### src/hdl/ptq_pkg.sv
// ptq_pkg: shared types and constants for the priority task queue
// no dependencies; used by the interfaces, the cell chain and the controller
package ptq_pkg;

    // queue geometry
    localparam int QUEUE_DEPTH = 16;

    // payload widths
    localparam int TAG_W    = 8;
    localparam int PRIO_W   = 7;
    localparam int REQ_P_W  = 8;
    localparam int STATUS_W = 3;

    // request kinds
    localparam logic REQ_INSERT = 1'b0;
    localparam logic REQ_DRAIN  = 1'b1;

    // response status codes
    typedef enum logic [STATUS_W-1:0] {
        ST_INSERTED = 3'd0,
        ST_NEGATIVE = 3'd1,
        ST_FULL     = 3'd2,
        ST_EMITTED  = 3'd3,
        ST_EMPTY    = 3'd4
    } t_status;

    // one stored queue entry
    typedef struct packed {
        logic [TAG_W-1:0]  tag;
        logic [PRIO_W-1:0] prio;
    } t_entry;

    // command broadcast to every cell
    typedef enum logic [1:0] {
        CMD_HOLD,
        CMD_INSERT,
        CMD_SHIFT
    } t_cell_cmd;

    // chain summary seen by the controller
    typedef struct packed {
        logic   full;
        logic   empty;
        logic   next_valid;
        t_entry head;
    } t_chain_stat;

    // controller states
    typedef enum logic {
        S_IDLE,
        S_DRAIN
    } t_state;

endpackage

### src/hdl/ptq_if.sv
// ptq_if: valid/ready channels for requests and responses
// depends on ptq_pkg
interface ptq_req_if;
    logic                              valid;
    logic                              ready;
    logic                              req_type;
    logic [ptq_pkg::TAG_W-1:0]         task_tag;
    logic signed [ptq_pkg::REQ_P_W-1:0] priority_req;

    modport source (output valid, req_type, task_tag, priority_req, input ready);
    modport sink   (input valid, req_type, task_tag, priority_req, output ready);
endinterface

interface ptq_rsp_if;
    logic                         valid;
    logic                         ready;
    logic [ptq_pkg::STATUS_W-1:0] status;
    logic [ptq_pkg::TAG_W-1:0]    out_tag;
    logic [ptq_pkg::PRIO_W-1:0]   out_priority;
    logic                         last;

    modport source (output valid, status, out_tag, out_priority, last, input ready);
    modport sink   (input valid, status, out_tag, out_priority, last, output ready);
endinterface

### src/hdl/ptq_cell.sv
// ptq_cell: one slot of the sorted chain, holds an occupancy bit and one entry
// depends on ptq_pkg
module ptq_cell (
    input  logic               i_clk,
    input  logic               i_rst_n,
    input  ptq_pkg::t_cell_cmd i_cmd,
    input  ptq_pkg::t_entry    i_new,
    input  logic               i_prev_valid,
    input  logic               i_prev_place,
    input  ptq_pkg::t_entry    i_prev_entry,
    input  logic               i_next_valid,
    input  ptq_pkg::t_entry    i_next_entry,
    output logic               o_valid,
    output logic               o_place,
    output ptq_pkg::t_entry    o_entry
);
    import ptq_pkg::*;

    // occupancy bits of the chain form a thermometer code of the entry count
    logic   r_valid, n_valid;
    t_entry r_entry, n_entry;

    // new entry belongs here or earlier: slot empty or stored priority not smaller
    assign o_place = !r_valid || (i_new.prio <= r_entry.prio);
    assign o_valid = r_valid;
    assign o_entry = r_entry;

    // next slot contents
    always_comb begin
        n_valid = r_valid;
        n_entry = r_entry;
        unique case (i_cmd)
            CMD_INSERT: begin
                if (i_prev_place) begin
                    n_valid = i_prev_valid;
                    n_entry = i_prev_entry;
                end else if (o_place) begin
                    n_valid = 1'b1;
                    n_entry = i_new;
                end
            end
            CMD_SHIFT: begin
                n_valid = i_next_valid;
                n_entry = i_next_entry;
            end
            default: begin
                n_valid = r_valid;
                n_entry = r_entry;
            end
        endcase
    end

    // occupancy
    always_ff @(posedge i_clk) begin
        if (!i_rst_n) begin
            r_valid <= 1'b0;
        end else begin
            r_valid <= n_valid;
        end
    end

    // entry payload
    always_ff @(posedge i_clk) begin
        r_entry <= n_entry;
    end

endmodule

### src/hdl/ptq_ctrl.sv
// ptq_ctrl: request decode, drain sequencer and response register
// depends on ptq_pkg and ptq_if
module ptq_ctrl (
    input  logic                  i_clk,
    input  logic                  i_rst_n,
    ptq_req_if.sink               i_req,
    ptq_rsp_if.source             o_rsp,
    input  ptq_pkg::t_chain_stat  i_chain,
    output ptq_pkg::t_cell_cmd    o_cmd,
    output ptq_pkg::t_entry       o_new
);
    import ptq_pkg::*;

    t_state  r_state, n_state;
    logic    r_out_valid, n_out_valid;
    t_status r_status, n_status;
    t_entry  r_out, n_out;
    logic    r_last, n_last;

    logic slot_free;
    logic accept;
    logic load;

    // response slot can take a new result this cycle
    assign slot_free   = !r_out_valid || o_rsp.ready;
    assign i_req.ready = (r_state == S_IDLE) && slot_free;
    assign accept      = i_req.valid && i_req.ready;

    // new entry for an insert, sign bit dropped
    assign o_new.tag  = i_req.task_tag;
    assign o_new.prio = i_req.priority_req[PRIO_W-1:0];

    // next state
    always_comb begin
        n_state = r_state;
        unique case (r_state)
            S_IDLE: begin
                if (accept && (i_req.req_type == REQ_DRAIN) && !i_chain.empty) begin
                    n_state = S_DRAIN;
                end
            end
            S_DRAIN: begin
                if (slot_free && !i_chain.next_valid) begin
                    n_state = S_IDLE;
                end
            end
            default: n_state = S_IDLE;
        endcase
    end

    // outputs: cell command and response load
    always_comb begin
        o_cmd    = CMD_HOLD;
        load     = 1'b0;
        n_status = r_status;
        n_out    = '0;
        n_last   = 1'b1;
        unique case (r_state)
            S_IDLE: begin
                if (accept) begin
                    if (i_req.req_type == REQ_INSERT) begin
                        load = 1'b1;
                        priority if (i_req.priority_req[REQ_P_W-1]) begin
                            n_status = ST_NEGATIVE;
                        end else if (i_chain.full) begin
                            n_status = ST_FULL;
                        end else begin
                            n_status = ST_INSERTED;
                            o_cmd    = CMD_INSERT;
                        end
                    end else if (i_chain.empty) begin
                        load     = 1'b1;
                        n_status = ST_EMPTY;
                    end
                end
            end
            S_DRAIN: begin
                if (slot_free) begin
                    load     = 1'b1;
                    n_status = ST_EMITTED;
                    n_out    = i_chain.head;
                    n_last   = !i_chain.next_valid;
                    o_cmd    = CMD_SHIFT;
                end
            end
            default: begin
                o_cmd = CMD_HOLD;
            end
        endcase
    end

    // response valid
    always_comb begin
        if (load) begin
            n_out_valid = 1'b1;
        end else if (o_rsp.ready) begin
            n_out_valid = 1'b0;
        end else begin
            n_out_valid = r_out_valid;
        end
    end

    // control registers
    always_ff @(posedge i_clk) begin
        if (!i_rst_n) begin
            r_state     <= S_IDLE;
            r_out_valid <= 1'b0;
        end else begin
            r_state     <= n_state;
            r_out_valid <= n_out_valid;
        end
    end

    // response payload
    always_ff @(posedge i_clk) begin
        if (load) begin
            r_status <= n_status;
            r_out    <= n_out;
            r_last   <= n_last;
        end
    end

    assign o_rsp.valid        = r_out_valid;
    assign o_rsp.status       = r_status;
    assign o_rsp.out_tag      = r_out.tag;
    assign o_rsp.out_priority = r_out.prio;
    assign o_rsp.last         = r_last;

    // a drain never runs over an empty chain
    a_drain_nonempty: assert property (@(posedge i_clk) disable iff (!i_rst_n)
        (r_state == S_DRAIN) |-> !i_chain.empty)
        else $error("drain running with empty chain");

    // no insert is applied to a full chain
    a_no_insert_full: assert property (@(posedge i_clk) disable iff (!i_rst_n)
        (o_cmd == CMD_INSERT) |-> !i_chain.full)
        else $error("insert into full chain");

    // emitting the final entry returns to idle with last set
    a_drain_end: assert property (@(posedge i_clk) disable iff (!i_rst_n)
        (r_state == S_DRAIN && slot_free && !i_chain.next_valid)
        |=> (r_state == S_IDLE && r_out_valid && r_last))
        else $error("drain did not finish on last entry");

    // a shift only happens while a result is being loaded
    a_shift_loads: assert property (@(posedge i_clk) disable iff (!i_rst_n)
        (o_cmd == CMD_SHIFT) |=> (r_out_valid && r_status == ST_EMITTED))
        else $error("chain shifted without emitting");

endmodule

### src/hdl/priority_task_queue.sv
// priority_task_queue: sorted task queue built from a chain of compare cells
// insert: request accepted when idle and the response slot frees; result registered next cycle
// drain: request enters the drain state, then one result per cycle while the response slot frees, last flagged
// next request is taken once the final drain result is loaded into the response register
// reset (synchronous, active low) empties the chain and clears the response valid bit
module priority_task_queue (
    input  logic      i_clk,
    input  logic      i_rst_n,
    ptq_req_if.sink   i_req,
    ptq_rsp_if.source o_rsp
);
    import ptq_pkg::*;

    t_cell_cmd   cmd;
    t_entry      new_entry;
    t_chain_stat chain_stat;

    logic   cell_valid [QUEUE_DEPTH];
    logic   cell_place [QUEUE_DEPTH];
    t_entry cell_entry [QUEUE_DEPTH];

    // chain of cells, head at index 0
    for (genvar g = 0; g < QUEUE_DEPTH; g++) begin : g_cell
        logic   prev_valid, prev_place, next_valid;
        t_entry prev_entry, next_entry;

        if (g == 0) begin : g_head
            assign prev_valid = 1'b0;
            assign prev_place = 1'b0;
            assign prev_entry = '0;
        end else begin : g_mid
            assign prev_valid = cell_valid[g-1];
            assign prev_place = cell_place[g-1];
            assign prev_entry = cell_entry[g-1];
        end

        if (g == QUEUE_DEPTH - 1) begin : g_tail
            assign next_valid = 1'b0;
            assign next_entry = '0;
        end else begin : g_body
            assign next_valid = cell_valid[g+1];
            assign next_entry = cell_entry[g+1];
        end

        ptq_cell u_cell (
            .i_clk        (i_clk),
            .i_rst_n      (i_rst_n),
            .i_cmd        (cmd),
            .i_new        (new_entry),
            .i_prev_valid (prev_valid),
            .i_prev_place (prev_place),
            .i_prev_entry (prev_entry),
            .i_next_valid (next_valid),
            .i_next_entry (next_entry),
            .o_valid      (cell_valid[g]),
            .o_place      (cell_place[g]),
            .o_entry      (cell_entry[g])
        );
    end

    // chain summary for the controller
    assign chain_stat.full       = cell_valid[QUEUE_DEPTH-1];
    assign chain_stat.empty      = !cell_valid[0];
    assign chain_stat.next_valid = cell_valid[1];
    assign chain_stat.head       = cell_entry[0];

    // request decode and response register
    ptq_ctrl u_ctrl (
        .i_clk   (i_clk),
        .i_rst_n (i_rst_n),
        .i_req   (i_req),
        .o_rsp   (o_rsp),
        .i_chain (chain_stat),
        .o_cmd   (cmd),
        .o_new   (new_entry)
    );

endmodule
### src/flat_wrapper.sv
// flat-port wrapper written by rule: the top's interface ports become plain ports
module priority_task_queue_flat import ptq_pkg::*;
  (i_clk, i_rst_n, i_req_valid, i_req_req_type, i_req_task_tag, i_req_priority_req, i_req_ready, o_rsp_valid, o_rsp_status, o_rsp_out_tag, o_rsp_out_priority, o_rsp_last, o_rsp_ready);
  ptq_req_if i_req_i ();
  ptq_rsp_if o_rsp_i ();
  input  logic i_clk;
  input  logic i_rst_n;
  input wire logic [$bits(i_req_i.valid)-1:0] i_req_valid;
  input wire logic [$bits(i_req_i.req_type)-1:0] i_req_req_type;
  input wire logic [$bits(i_req_i.task_tag)-1:0] i_req_task_tag;
  input wire logic [$bits(i_req_i.priority_req)-1:0] i_req_priority_req;
  output wire logic [$bits(i_req_i.ready)-1:0] i_req_ready;
  output wire logic [$bits(o_rsp_i.valid)-1:0] o_rsp_valid;
  output wire logic [$bits(o_rsp_i.status)-1:0] o_rsp_status;
  output wire logic [$bits(o_rsp_i.out_tag)-1:0] o_rsp_out_tag;
  output wire logic [$bits(o_rsp_i.out_priority)-1:0] o_rsp_out_priority;
  output wire logic [$bits(o_rsp_i.last)-1:0] o_rsp_last;
  input wire logic [$bits(o_rsp_i.ready)-1:0] o_rsp_ready;
  assign i_req_i.valid = i_req_valid;
  assign i_req_i.req_type = i_req_req_type;
  assign i_req_i.task_tag = i_req_task_tag;
  assign i_req_i.priority_req = i_req_priority_req;
  assign i_req_ready = i_req_i.ready;
  assign o_rsp_valid = o_rsp_i.valid;
  assign o_rsp_status = o_rsp_i.status;
  assign o_rsp_out_tag = o_rsp_i.out_tag;
  assign o_rsp_out_priority = o_rsp_i.out_priority;
  assign o_rsp_last = o_rsp_i.last;
  assign o_rsp_i.ready = o_rsp_ready;
  priority_task_queue u_core (.i_clk(i_clk), .i_rst_n(i_rst_n), .i_req(i_req_i), .o_rsp(o_rsp_i));
endmodule
### config.mk
export PLATFORM = sky130hd
export DESIGN_NAME = priority_task_queue_flat
export DESIGN_NICKNAME = d
export VERILOG_FILES = /design/src/hdl/ptq_pkg.sv /design/src/hdl/ptq_if.sv /design/src/hdl/ptq_cell.sv /design/src/hdl/ptq_ctrl.sv /design/src/hdl/priority_task_queue.sv /design/src/flat_wrapper.sv
export SDC_FILE = /design/constraint.sdc
export NUM_CORES = 1
export LEC_CHECK = 0
export BUFFER_PORTS_ARGS = -buffer_cell sky130_fd_sc_hd__buf_4
export CORE_ASPECT_RATIO = 1.1
export CORE_MARGIN = 1
export CORE_UTILIZATION = 65
export CTS_BUF_LIST = sky130_fd_sc_hd__clkbuf_8
export DETAILED_ROUTE_END_ITERATION = 12
export PLACE_DENSITY_LB_ADDON = 0.05
export SYNTH_ARGS = -nofsm -noshare
export SYNTH_HDL_FRONTEND = slang
export SYNTH_HIERARCHICAL = 1
export SYNTH_SLANG_ARGS = --single-unit
export TNS_END_PERCENT = 10
### constraint.sdc
create_clock -name i_clk -period 8.9 [get_ports i_clk]
set_input_delay 1.335 -clock i_clk [delete_from_list [all_inputs] [get_ports i_clk]]
set_output_delay 1.335 -clock i_clk [all_outputs]
set_load 0.02 [all_outputs]
==> qor.csv <==
stage,metric,value,unit
outcome,status,completed,
setup_path,crit_path_top_delay_cell,or2_1,
flow_run,cap_violations,0,
final_layout,layout_common_cells,"259 x edfxtp_1, 258 x nand2_1, 256 x o21ai_0",
pwr,p_leak,8.33,nW
placed_design,post_dp_cell_area,18000,sq um
floorplan,initial_utilization,0.663,
placed_design,portBuffers,41,
cts,cts-resized-gates,0,
sta,fin_crit_sh,0.457,
cts,holdBufCountCts,0,
floorplan,die_area,28200,sq um
routing,drc,0,
cts,cts_setup_buffers,0,
cts,clkTransAtPathRegs,0.06,ns
routing,wirelength,44300,um
floorplan,io_pins,42,
sta,fmax,246,MHz
setup_path,crit_fanout,32,
grt,antenna_found_initial,0,
setup_path,critical_path.top_delay_family,compound AO/OA/AOI/OAI gates,
pwr,powerDensity,157,nW/um^2
setup_path,crit_path_end_kind,register,
setup_path,cp_cell_sequence,buf_4 -> ha_1 -> a21oi_1 -> a21oi_2 -> a2111oi_4 -> or2_1 -> or3_1 -> o22a_1,
final_layout,final_cell_area,18900,sq um
routing,avgViaCountPerCell,6.16,
placed_design,dp_hpwl,30200,um
grt,grt_pass1_wl,68000,um
floorplan,die_h,176,um
cts,cts_tree,done,
synthesis,yosys_warnings,6,
grt,grt.overflow.total,0,
grt,grt_pass1_vias,11935,
grt,grt_max_degree,35,
cts,clock_latency,0.57,ns
sta,finalCriticalPeriod,4.07,ns
sta,setup_tns,0,ns
final_layout,final_common_cell,edfxtp_1,
routing,ant_nets,0,
floorplan,core_area,27000,sq um
floorplan,rows,63,
pwr,ir_drop,0.112,mV
floorplan,die_w,160,um
final_layout,drive_gt1_frac,0.109,
setup_path,critPathBufInv,1,
pwr,total_power,0.00296,W
cts,htreeDepth,2,
setup_path,critical_path.max_stage_delay,0.74,ns
final_layout,area_delta_synth_final,5.65,%
placed_design,gp_congestion,0.854,
sta,grt_setup_unrepaired,no,
setup_path,path_class,in -> reg,
cts,cts_buffers,46,
sta,fin_skew,0.0265,ns
cts,clock_path_buffers,3,
setup_path,reg2reg_slack,5.55,ns
routing,first_pass_iters,5,
hold_path,holdCritPathClass,reg -> reg,
sta,worstMarginPinSlew,1.15,ns
synthesis,postSynthAreaPerCell,10.7,sq um
final_layout,diodes,0,
routing,vias,12773,
cts,cts_root_buf,clkbuf_8,
setup_path,crit_required,9.09,ns
sta,setup_viol,0,
sta,slew_violations,0,
synthesis,netlist_area,17900,sq um
final_layout,final_core_util,0.700,
setup_path,arrival,4.26,ns
sta,maxSlewHeadroom,0.234,
cts,clkSinkCount,277,
routing,wl_per_cell,21.3,um
routing,drt_iter0_drc,1423,
setup_path,cp-start-kind,input port,
grt,track_usage,0.315,
synthesis,syn_inst,1676,
sta,hold_violations,0,
final_layout,final_net_count,1817,
==> where the power goes <==
group,internal [W],total [W],switching [W]
sequential,0.00149,0.00153,0.0000433
clock,0.000566,0.00108,0.000513
combinational,0.000133,0.000351,0.000218
==> worst min-delay path: cells and delay by family, from the launching register on <==
kind	cells	cell delay (ns)
compound gates	1	0.06
flops	1	0.34
simple gates	1	0.05
==> registers in the layout (all words and copies together), names as in the netlist <==
signal,flops
u_core/g_cell.u_cell/o_valid,16
u_core/u_ctrl/o_rsp.last,1
u_core/u_ctrl/o_rsp.out_tag,8
u_core/u_ctrl/o_rsp.valid,1
u_core/u_ctrl/o_rsp.out_priority,7
u_core/u_ctrl/r_state,1
u_core/u_ctrl/o_rsp.status,3
u_core/g_cell.u_cell/o_entry,240
==> layout make-up <==
| type | count | area (sq um) |
|---|---|---|
| multi-input cells | 1170 | 8570 |
| clock inverters | 33 | 190 |
| flip-flops and latches | 277 | 8140 |
| repair buffers | 42 | 315 |
| clock buffers | 49 | 674 |
| inverters | 147 | 552 |
| well taps | 357 | 447 |
| fillers | 2080 | 8080 |
==> worst paths after layout <==
kind	from	endpoint	cells after the start
worst max-delay path	i_req_priority_req[2]	u_core/g_cell[7].u_cell/o_entry[12]$_DFFE_PP_	8
worst min-delay path	u_core/g_cell[15].u_cell/o_entry[12]$_DFFE_PP_	u_core/g_cell[14].u_cell/o_entry[12]$_DFFE_PP_	2
worst max register to register	u_core/u_ctrl/r_state$_SDFF_PN0_	u_core/g_cell[0].u_cell/o_entry[1]$_DFFE_PP_	4
worst min register to register	u_core/g_cell[15].u_cell/o_entry[12]$_DFFE_PP_	u_core/g_cell[14].u_cell/o_entry[12]$_DFFE_PP_	2
==> through the flow <==
step                hold WS [ns]  std cells  setup slack [ns]
global route               0.602       2075              4.63
global placement           0.542       1993              4.39
detailed placement         0.536       1993              4.28
finish                     0.564       2075              4.83
floorplan                  0.480       1708              3.46
CTS                        0.568       2075              4.88
==> layer usage <==
layer  vias up  track usage  share of wire
met3        95       0.0442          0.075
met4         0        0.132          0.038
li1       6006            -              -
met2       555        0.486           0.44
met1      6117        0.449           0.44
met5         -            0              0
Note: power is estimated with default switching activity, not from simulation.
